### src/rtl/circular_linked_queue_manager_macros.svh
// Assertion macros for the circular linked queue manager.
`ifndef CIRCULAR_LINKED_QUEUE_MANAGER_MACROS_SVH
`define CIRCULAR_LINKED_QUEUE_MANAGER_MACROS_SVH

// Check a property on every clock edge outside reset.
`define CLQ_ASSERT(name, clk, rst, prop) \
  name: assert property (@(posedge clk) disable iff (rst) (prop)) \
    else $error("%m: check failed");

// Check that a condition in one cycle brings another in the next cycle.
`define CLQ_ASSERT_NEXT(name, clk, rst, pre, post) \
  name: assert property (@(posedge clk) disable iff (rst) (pre) |=> (post)) \
    else $error("%m: check failed");

`endif

### src/rtl/clq_pkg.sv
// Package with types, codes and control structs of the queue manager.
`timescale 1ns / 1ps
package clq_pkg;

  localparam int NUM_ENTRIES = 64;
  localparam int IDX_W = 6;
  localparam int CNT_W = 7;
  localparam int OP_W = 2;
  localparam int ST_W = 2;
  localparam int KIND_W = 2;

  typedef logic [IDX_W-1:0] idx_t;
  typedef logic [CNT_W-1:0] cnt_t;
  typedef logic [OP_W-1:0] op_t;
  typedef logic [ST_W-1:0] status_t;
  typedef logic [KIND_W-1:0] kind_t;

  localparam op_t OP_APPEND = 2'd0;
  localparam op_t OP_REMOVE = 2'd1;

  localparam status_t ST_OK = 2'd0;
  localparam status_t ST_QUEUED = 2'd1;
  localparam status_t ST_EMPTY = 2'd2;
  localparam status_t ST_NOT_MEMBER = 2'd3;

  localparam kind_t KIND_NONE = 2'd0;
  localparam kind_t KIND_APP_SELF = 2'd1;
  localparam kind_t KIND_APP_LINK = 2'd2;
  localparam kind_t KIND_REMOVE = 2'd3;

  typedef struct packed {
    logic accept;
    logic decode;
    logic rd;
    logic wr_a;
    logic wr_b;
    logic wr_rm;
    logic commit;
    logic load_out;
  } clq_cmd_t;

  typedef struct packed {
    kind_t kind;
    kind_t kind_q;
    logic  out_free;
  } clq_sts_t;

endpackage

### src/rtl/clq_req_if.sv
// Request channel interface: valid, ready and the request word.
`timescale 1ns / 1ps
interface clq_req_if;
  logic          valid;
  logic          ready;
  clq_pkg::op_t  op;
  clq_pkg::idx_t entry;

  modport source(output valid, op, entry, input ready);
  modport sink(input valid, op, entry, output ready);
endinterface

### src/rtl/clq_rsp_if.sv
// Response channel interface: valid, ready and the result word.
`timescale 1ns / 1ps
interface clq_rsp_if;
  logic             valid;
  logic             ready;
  clq_pkg::status_t status;
  clq_pkg::idx_t    removed_entry;
  clq_pkg::cnt_t    count;
  clq_pkg::idx_t    head;
  logic             head_valid;

  modport source(output valid, status, removed_entry, count, head, head_valid, input ready);
  modport sink(input valid, status, removed_entry, count, head, head_valid, output ready);
endinterface

### src/rtl/clq_ram.sv
// Generic single-write, single-read RAM with registered read data.
`timescale 1ns / 1ps
module clq_ram #(
  parameter int WIDTH = 8,
  parameter int DEPTH = 64
) (
  input  logic                     clk,
  input  logic                     we,
  input  logic [$clog2(DEPTH)-1:0] waddr,
  input  logic [WIDTH-1:0]         wdata,
  input  logic                     re,
  input  logic [$clog2(DEPTH)-1:0] raddr,
  output logic [WIDTH-1:0]         rdata
);

  logic [WIDTH-1:0] mem [DEPTH];

  always_ff @(posedge clk) begin
    if (we) begin
      mem[waddr] <= wdata;
    end
    if (re) begin
      rdata <= mem[raddr];
    end
  end

endmodule

### src/rtl/clq_ctrl.sv
// Controller state machine sequencing decode, link writes and result load.
`timescale 1ns / 1ps
module clq_ctrl (
  input  logic              clk,
  input  logic              rst,
  input  logic              req_valid,
  output logic              req_ready,
  input  clq_pkg::clq_sts_t sts,
  output clq_pkg::clq_cmd_t cmd
);

  localparam logic [2:0] S_IDLE   = 3'd0;
  localparam logic [2:0] S_DECODE = 3'd1;
  localparam logic [2:0] S_WRA    = 3'd2;
  localparam logic [2:0] S_WRB    = 3'd3;
  localparam logic [2:0] S_RMW    = 3'd4;
  localparam logic [2:0] S_DONE   = 3'd5;

  logic [2:0] state;
  logic [2:0] state_next;

  always_ff @(posedge clk) begin
    if (rst) begin
      state <= S_IDLE;
    end else begin
      state <= state_next;
    end
  end

  always_comb begin
    cmd = '0;
    req_ready = 1'b0;
    state_next = state;
    unique case (state)
      S_IDLE: begin
        req_ready = 1'b1;
        if (req_valid) begin
          cmd.accept = 1'b1;
          state_next = S_DECODE;
        end
      end
      S_DECODE: begin
        cmd.decode = 1'b1;
        cmd.rd = 1'b1;
        case (sts.kind) inside
          clq_pkg::KIND_APP_SELF, clq_pkg::KIND_APP_LINK: state_next = S_WRA;
          clq_pkg::KIND_REMOVE: state_next = S_RMW;
          default: state_next = S_DONE;
        endcase
      end
      S_WRA: begin
        cmd.wr_a = 1'b1;
        cmd.commit = 1'b1;
        state_next = (sts.kind_q == clq_pkg::KIND_APP_LINK) ? S_WRB : S_DONE;
      end
      S_WRB: begin
        cmd.wr_b = 1'b1;
        state_next = S_DONE;
      end
      S_RMW: begin
        cmd.wr_rm = 1'b1;
        cmd.commit = 1'b1;
        state_next = S_DONE;
      end
      S_DONE: begin
        if (sts.out_free) begin
          cmd.load_out = 1'b1;
          state_next = S_IDLE;
        end
      end
      default: state_next = S_IDLE;
    endcase
  end

endmodule

### src/rtl/clq_dp.sv
// Datapath: link RAMs, membership bits, head and count, result register.
`timescale 1ns / 1ps
`include "circular_linked_queue_manager_macros.svh"
module clq_dp (
  input  logic              clk,
  input  logic              rst,
  input  clq_pkg::clq_cmd_t cmd,
  output clq_pkg::clq_sts_t sts,
  input  clq_pkg::op_t      req_op,
  input  clq_pkg::idx_t     req_entry,
  output logic              rsp_valid,
  input  logic              rsp_ready,
  output clq_pkg::status_t  rsp_status,
  output clq_pkg::idx_t     rsp_removed_entry,
  output clq_pkg::cnt_t     rsp_count,
  output clq_pkg::idx_t     rsp_head,
  output logic              rsp_head_valid
);

  clq_pkg::op_t     op_q;
  clq_pkg::idx_t    entry_q;
  clq_pkg::status_t status_q;
  clq_pkg::idx_t    removed_q;
  clq_pkg::kind_t   kind_q;
  clq_pkg::idx_t    tail_q;

  logic [clq_pkg::NUM_ENTRIES-1:0] member;
  clq_pkg::cnt_t count;
  clq_pkg::idx_t head;

  clq_pkg::status_t dec_status;
  clq_pkg::kind_t   dec_kind;
  logic             in_range;
  logic             is_member;
  logic             empty;

  logic          next_we;
  clq_pkg::idx_t next_waddr;
  clq_pkg::idx_t next_wdata;
  clq_pkg::idx_t next_rdata;
  logic          prev_we;
  clq_pkg::idx_t prev_waddr;
  clq_pkg::idx_t prev_wdata;
  clq_pkg::idx_t prev_raddr;
  clq_pkg::idx_t prev_rdata;

  assign in_range = clq_pkg::CNT_W'(entry_q) < clq_pkg::CNT_W'(clq_pkg::NUM_ENTRIES);
  assign is_member = in_range && member[entry_q];
  assign empty = (count == '0);

  always_comb begin
    dec_status = clq_pkg::ST_OK;
    dec_kind = clq_pkg::KIND_NONE;
    case (op_q)
      clq_pkg::OP_APPEND: begin
        if (!in_range) begin
          dec_status = clq_pkg::ST_NOT_MEMBER;
        end else if (is_member) begin
          dec_status = clq_pkg::ST_QUEUED;
        end else if (empty) begin
          dec_kind = clq_pkg::KIND_APP_SELF;
        end else begin
          dec_kind = clq_pkg::KIND_APP_LINK;
        end
      end
      clq_pkg::OP_REMOVE: begin
        if (empty) begin
          dec_status = clq_pkg::ST_EMPTY;
        end else if (!is_member) begin
          dec_status = clq_pkg::ST_NOT_MEMBER;
        end else begin
          dec_kind = clq_pkg::KIND_REMOVE;
        end
      end
      default: dec_kind = clq_pkg::KIND_NONE;
    endcase
  end

  assign sts.kind = dec_kind;
  assign sts.kind_q = kind_q;
  assign sts.out_free = !rsp_valid || rsp_ready;

  assign prev_raddr = (op_q == clq_pkg::OP_APPEND) ? head : entry_q;

  always_comb begin
    next_we = cmd.wr_a || cmd.wr_b || cmd.wr_rm;
    prev_we = next_we;
    next_waddr = entry_q;
    next_wdata = entry_q;
    prev_waddr = entry_q;
    prev_wdata = entry_q;
    if (cmd.wr_a) begin
      if (kind_q == clq_pkg::KIND_APP_LINK) begin
        next_wdata = head;
        prev_wdata = prev_rdata;
      end
    end else if (cmd.wr_b) begin
      next_waddr = tail_q;
      prev_waddr = head;
    end else if (cmd.wr_rm) begin
      next_waddr = prev_rdata;
      next_wdata = next_rdata;
      prev_waddr = next_rdata;
      prev_wdata = prev_rdata;
    end
  end

  clq_ram #(
    .WIDTH(clq_pkg::IDX_W),
    .DEPTH(clq_pkg::NUM_ENTRIES)
  ) u_next_ram (
    .clk  (clk),
    .we   (next_we),
    .waddr(next_waddr),
    .wdata(next_wdata),
    .re   (cmd.rd),
    .raddr(entry_q),
    .rdata(next_rdata)
  );

  clq_ram #(
    .WIDTH(clq_pkg::IDX_W),
    .DEPTH(clq_pkg::NUM_ENTRIES)
  ) u_prev_ram (
    .clk  (clk),
    .we   (prev_we),
    .waddr(prev_waddr),
    .wdata(prev_wdata),
    .re   (cmd.rd),
    .raddr(prev_raddr),
    .rdata(prev_rdata)
  );

  always_ff @(posedge clk) begin
    if (cmd.accept) begin
      op_q <= req_op;
      entry_q <= req_entry;
    end
    if (cmd.decode) begin
      status_q <= dec_status;
      removed_q <= (dec_kind == clq_pkg::KIND_REMOVE) ? entry_q : '0;
    end
    if (cmd.wr_a) begin
      tail_q <= prev_rdata;
    end
    if (cmd.load_out) begin
      rsp_status <= status_q;
      rsp_removed_entry <= removed_q;
      rsp_count <= count;
      rsp_head <= head;
      rsp_head_valid <= !empty;
    end
  end

  always_ff @(posedge clk) begin
    if (rst) begin
      member <= '0;
      count <= '0;
      head <= '0;
      kind_q <= clq_pkg::KIND_NONE;
      rsp_valid <= 1'b0;
    end else begin
      if (cmd.decode) begin
        kind_q <= dec_kind;
      end
      if (cmd.commit) begin
        if (kind_q == clq_pkg::KIND_REMOVE) begin
          member[entry_q] <= 1'b0;
          count <= count - clq_pkg::CNT_W'(1);
          if (count == clq_pkg::CNT_W'(1)) begin
            head <= '0;
          end else if (head == entry_q) begin
            head <= next_rdata;
          end
        end else begin
          member[entry_q] <= 1'b1;
          count <= count + clq_pkg::CNT_W'(1);
          if (kind_q == clq_pkg::KIND_APP_SELF) begin
            head <= entry_q;
          end
        end
      end
      if (cmd.load_out) begin
        rsp_valid <= 1'b1;
      end else if (rsp_ready) begin
        rsp_valid <= 1'b0;
      end
    end
  end

  `CLQ_ASSERT(a_count_matches_members, clk, rst, $countones(member) == int'(count))
  `CLQ_ASSERT(a_empty_head_zero, clk, rst, (count != '0) || (head == '0))
  `CLQ_ASSERT_NEXT(a_append_sets_member, clk, rst, cmd.commit && (kind_q != clq_pkg::KIND_REMOVE), member[entry_q])
  `CLQ_ASSERT_NEXT(a_remove_clears_member, clk, rst, cmd.commit && (kind_q == clq_pkg::KIND_REMOVE), !member[entry_q])

endmodule

### src/rtl/circular_linked_queue_manager.sv
// Request to result valid: DECODE, then WRA and WRB for append to a non-empty
// queue, WRA for append to an empty one, RMW for remove, none for rejected
// ops, then DONE. Next request is taken in the cycle after the result loads;
// each link RAM has a single write port, and append to a non-empty queue
// writes twice. Synchronous rst clears membership, count, head and result
// valid; link RAMs are not cleared and only links of queued entries are used.
`timescale 1ns / 1ps
module circular_linked_queue_manager (
  input  logic clk,
  input  logic rst,
  clq_req_if.sink   req,
  clq_rsp_if.source rsp
);

  clq_pkg::clq_cmd_t cmd;
  clq_pkg::clq_sts_t sts;

  clq_ctrl u_ctrl (
    .clk      (clk),
    .rst      (rst),
    .req_valid(req.valid),
    .req_ready(req.ready),
    .sts      (sts),
    .cmd      (cmd)
  );

  clq_dp u_dp (
    .clk              (clk),
    .rst              (rst),
    .cmd              (cmd),
    .sts              (sts),
    .req_op           (req.op),
    .req_entry        (req.entry),
    .rsp_valid        (rsp.valid),
    .rsp_ready        (rsp.ready),
    .rsp_status       (rsp.status),
    .rsp_removed_entry(rsp.removed_entry),
    .rsp_count        (rsp.count),
    .rsp_head         (rsp.head),
    .rsp_head_valid   (rsp.head_valid)
  );

endmodule
### src/flat_wrapper.sv
// flat-port wrapper written by rule: the top's interface ports become plain ports
module circular_linked_queue_manager_flat 
  (clk, rst, req_valid, req_op, req_entry, req_ready, rsp_valid, rsp_status, rsp_removed_entry, rsp_count, rsp_head, rsp_head_valid, rsp_ready);
  clq_req_if req_i ();
  clq_rsp_if rsp_i ();
  input  logic clk;
  input  logic rst;
  input wire logic [$bits(req_i.valid)-1:0] req_valid;
  input wire logic [$bits(req_i.op)-1:0] req_op;
  input wire logic [$bits(req_i.entry)-1:0] req_entry;
  output wire logic [$bits(req_i.ready)-1:0] req_ready;
  output wire logic [$bits(rsp_i.valid)-1:0] rsp_valid;
  output wire logic [$bits(rsp_i.status)-1:0] rsp_status;
  output wire logic [$bits(rsp_i.removed_entry)-1:0] rsp_removed_entry;
  output wire logic [$bits(rsp_i.count)-1:0] rsp_count;
  output wire logic [$bits(rsp_i.head)-1:0] rsp_head;
  output wire logic [$bits(rsp_i.head_valid)-1:0] rsp_head_valid;
  input wire logic [$bits(rsp_i.ready)-1:0] rsp_ready;
  assign req_i.valid = req_valid;
  assign req_i.op = req_op;
  assign req_i.entry = req_entry;
  assign req_ready = req_i.ready;
  assign rsp_valid = rsp_i.valid;
  assign rsp_status = rsp_i.status;
  assign rsp_removed_entry = rsp_i.removed_entry;
  assign rsp_count = rsp_i.count;
  assign rsp_head = rsp_i.head;
  assign rsp_head_valid = rsp_i.head_valid;
  assign rsp_i.ready = rsp_ready;
  circular_linked_queue_manager u_core (.clk(clk), .rst(rst), .req(req_i), .rsp(rsp_i));
endmodule
### config.mk
export PLATFORM = sky130hd
export DESIGN_NAME = circular_linked_queue_manager_flat
export DESIGN_NICKNAME = d
export VERILOG_FILES = /design/src/rtl/clq_pkg.sv /design/src/rtl/clq_req_if.sv /design/src/rtl/clq_rsp_if.sv /design/src/rtl/clq_ram.sv /design/src/rtl/clq_ctrl.sv /design/src/rtl/clq_dp.sv /design/src/rtl/circular_linked_queue_manager.sv /design/src/flat_wrapper.sv
export VERILOG_INCLUDE_DIRS = /design/src /design/src/rtl
export SDC_FILE = /design/constraint.sdc
export NUM_CORES = 1
export LEC_CHECK = 0
export ABC_CLOCK_PERIOD_IN_PS = 9930
export BUFFER_PORTS_ARGS = -buffer_cell sky130_fd_sc_hd__buf_2
export CORE_MARGIN = 3
export CORE_UTILIZATION = 62
export DETAILED_ROUTE_END_ITERATION = 10
export HOLD_SLACK_MARGIN = 0.08
export PLACE_DENSITY_LB_ADDON = 0.12
export REMOVE_ABC_BUFFERS = 1
export SYNTH_ARGS = -nofsm -noshare
export SYNTH_HDL_FRONTEND = slang
export SYNTH_SLANG_ARGS = --single-unit
### constraint.sdc
create_clock -name clk -period 9.93 [get_ports clk]
set_input_delay 0.993 -clock clk [delete_from_list [all_inputs] [get_ports clk]]
set_output_delay 0.993 -clock clk [all_outputs]
set_load 0.01 [all_outputs]
==> summary.txt <==
Worst setup path
  • Crit Path Class: reg -> reg
  • CP top delay family: compound AO/OA/AOI/OAI gates
  • Critical Path Max Stage Delay: 0.97 ns
  • Critical-path maximum fanout: 119
  • CP Launch Type: register
  • Endpoint class of the critical path: register
  • CP arrival: 5.14 ns
  • Worst EP required: 10.30 ns
  • Crit path max-delay cell type: a2111oi_0
  • Worst path cell trace: buf_12, o21ai_0, and2_4, buf_4, mux4_2, a2111oi_0, a21boi_0, a2111oi_2
  • CP Buf/Inv Count: 2

Synth
  • Count of cell types in the netlist: 78
  • Yosys top cell by area: edfxtp_1
  • EDFF count, synth: 824
  • Warnings from Yosys: 0
  • Post-synth top flop: edfxtp_1
  • Synth top area share: 66.5%
  • Synth Area per Inst: 15.1 sq um
  • Top cells by area, synth: edfxtp_1, mux4_2, dfxtp_1
  • Synth cell count leaders: edfxtp_1, nor2_1, nand2_1, mux2i_1, clkbuf_1
  • Most frequent cell after synthesis: edfxtp_1
  • Seq/Total Area, Yosys: 71.0%
  • Register bit count reported by yosys: 907
  • Post-synth ARST share: 0%
  • Mapped Cells: 2465
  • Synthesized cell area: 37200 sq um

Clock tree
  • CTS resizes: 0
  • Post-CTS setup repair buffer count: 0
  • TritonCTS buffer count: 90
  • # hold bufs at CTS: 0
  • CTS root buf: clkbuf_16
  • CTS clk-pin slew, worst paths: 0.06 ns
  • Clock buffer depth: 3
  • # clock sinks: 907
  • H-tree levels: 3
  • TritonCTS clock tree: done
  • Worst-skew pair later-pin latency: 0.65 ns

Power
  • Power per Cell Area: 244 nW/um^2
  • Worst vdd ir: 0.000183 V
  • Leak: 0.0131 uW

Floorplanning
  • Die Span Y: 251 microns
  • Row count: 89
  • Num ports: 36
  • Die area: 63000 sq um
  • Core area: 59200 sq um
  • Initial Util: 62.8%
  • Die X: 251 microns

Routing
  • Via count: 22900
  • DR WL/cell: 28.6 microns
  • Vias/cell: 6.92
  • DRT Pass-1 Iters: 6
  • DRT Wirelength: 94500 microns
  • Remaining DRCs: 0
  • ANT nets after route: 0
  • Initial DRC Count: 3312

Timing
  • Setup tns final: 0 ns
  • Slew margin rel.: 13.5%
  • Post-route clock period utilization: 48.0%
  • Count of final hold-check violations: 0
  • Slew @ Worst Pin: 1.30 ns
  • Final setup fails: 0
  • Unrepaired setup endpoints after global routing: no
  • Pins Over Slew Limit: 0
  • F_max: 210 MHz
  • Clock Skew: 0.0342 ns
  • Tmin final: 4.77 ns

Placed design
  • Routability cong.: 0.922
  • DP Area: 38100 sq um
  • Number of port buffers: 35
  • Placed cell count: 3140
  • DPL Wire Length: 56700 microns

Layout
  • Final Non-Filler Cells: 3306
  • Final core occ: 69.2%
  • Final Cell Area: 41000 sq um
  • Layout area overhead: 10.2%
  • Fraction of layout instances using a drive strength above 1: 15.0%
  • Layout Nets: 2476

Job
  • Max_cap viols: 0

GRT
  • GRT Overall Usage: 30.0%
  • First-pass GRT wire length: 141000 microns
  • Pin count of the biggest net entering global routing: 120
  • Number of global-route vias before repair: 21900
  • GR Overflow Total: 0
  • Antenna violations before repair: 3

Min path
  • Worst min-delay path class: reg -> reg

Run status
  • Status: finished, final reports clean
[state kept, by name (all words and copies together), names as in the netlist, named ones only]
signal	cells
u_core.u_dp.u_next_ram.mem	384
u_core.u_dp.u_prev_ram.mem	384
u_core.u_dp.count	7
u_core.u_dp.rsp_count	7
u_core.u_dp.entry_q	6
u_core.u_dp.head	6
u_core.u_dp.removed_q	6
u_core.u_dp.rsp_head	6
u_core.u_dp.rsp_removed_entry	6
u_core.u_dp.tail_q	6
u_core.u_dp.u_next_ram.rdata	6
u_core.u_dp.u_prev_ram.rdata	6
u_core.u_ctrl.state	3
u_core.u_dp.kind_q	2
u_core.u_dp.op_q	2
u_core.u_dp.rsp_status	2
u_core.u_dp.status_q	2
u_core.u_dp.rsp_head_valid	1
u_core.u_dp.rsp_valid	1
[cells in the final DEF (no fill, tap or decap), types with 35 or more instances in the layout]
| cell type | n |
|---|---|
| clkbuf_16 | 93 |
| nand3_1 | 76 |
| o21ai_0 | 93 |
| buf_2 | 35 |
| mux4_2 | 75 |
| buf_4 | 47 |
| dfxtp_1 | 83 |
| a21oi_1 | 81 |
| a221oi_1 | 52 |
| a211oi_1 | 49 |
| nor2_1 | 224 |
| mux2i_1 | 128 |
| nand2_1 | 137 |
| edfxtp_1 | 824 |
[metal layers]
| layer | vias to the layer above | GRT usage [%] | routed length [microns] | part of all wire [%] |
|---|---|---|---|---|
| li1 | 9767 | - | - | - |
| met1 | 11300 | 45.1 | 37800 | 40 |
| met2 | 1565 | 44.3 | 42500 | 45 |
| met3 | 219 | 7.44 | 11400 | 12 |
| met4 | 4 | 9.18 | 2710 | 2.9 |
| met5 | - | 0 | 21 | 0.022 |
[worst register-to-register path, stage by stage, from the launching register on]
cell,delay (ns)
edfxtp_1,0.42
buf_12,0.21
o21ai_0,0.65
and2_4,0.60
buf_4,0.60
mux4_2,0.60
a2111oi_0,0.97
a21boi_0,0.35
a2111oi_2,0.09
[metrics by stage]
stage               total power, uW  setup slack (ns)  hold slack [ns]
finish                        10000              5.16            0.421
CTS                            9990              5.53            0.423
detailed placement             6690              5.57            0.408
floorplan                      5940              2.16            0.400
global route                  10300              5.20            0.431
global placement               6630              5.64            0.406
[path summary, 6_finish.rpt]
check,start,to,slack (ns),cells after the start
setup / recovery,u_core.u_dp.entry_q[0],u_core.u_dp.u_prev_ram.rdata[1],5.16,8
hold / removal,u_core.u_dp.removed_q[4],u_core.u_dp.rsp_removed_entry[4],0.42,0
setup reg to reg,u_core.u_dp.entry_q[0],u_core.u_dp.u_prev_ram.rdata[1],5.16,8
hold reg to reg,u_core.u_dp.removed_q[4],u_core.u_dp.rsp_removed_entry[4],0.42,0
[kinds of logic after synthesis]
kind of cell / after synthesis / synth area share (%)
xor+xnor: 13 / 0.306
compound gates: 525 / 10.1
fa+ha+maj: 5 / 0.168
mux: 235 / 8.95
simple gates: 581 / 7.12
flops: 907 / 71.0
buf+inv: 199 / 2.39
[report_power, final]
part / internal [uW] / total (uW) / switching, uW
clock network: 1920 / 3350 / 1430
logic: 516 / 1930 / 1420
registers: 4630 / 4720 / 92.5
[layout make-up]
class	count	area (sq um)
diodes	1	2.50
clock buffers	106	2380
clock inverters	59	533
fillers	3887	18300
inverters	17	63.8
multi-input cells	1359	10100
flip-flops and latches	907	26400
well taps	773	967
repair buffers	84	568
Power figures use the tool's default switching activity.
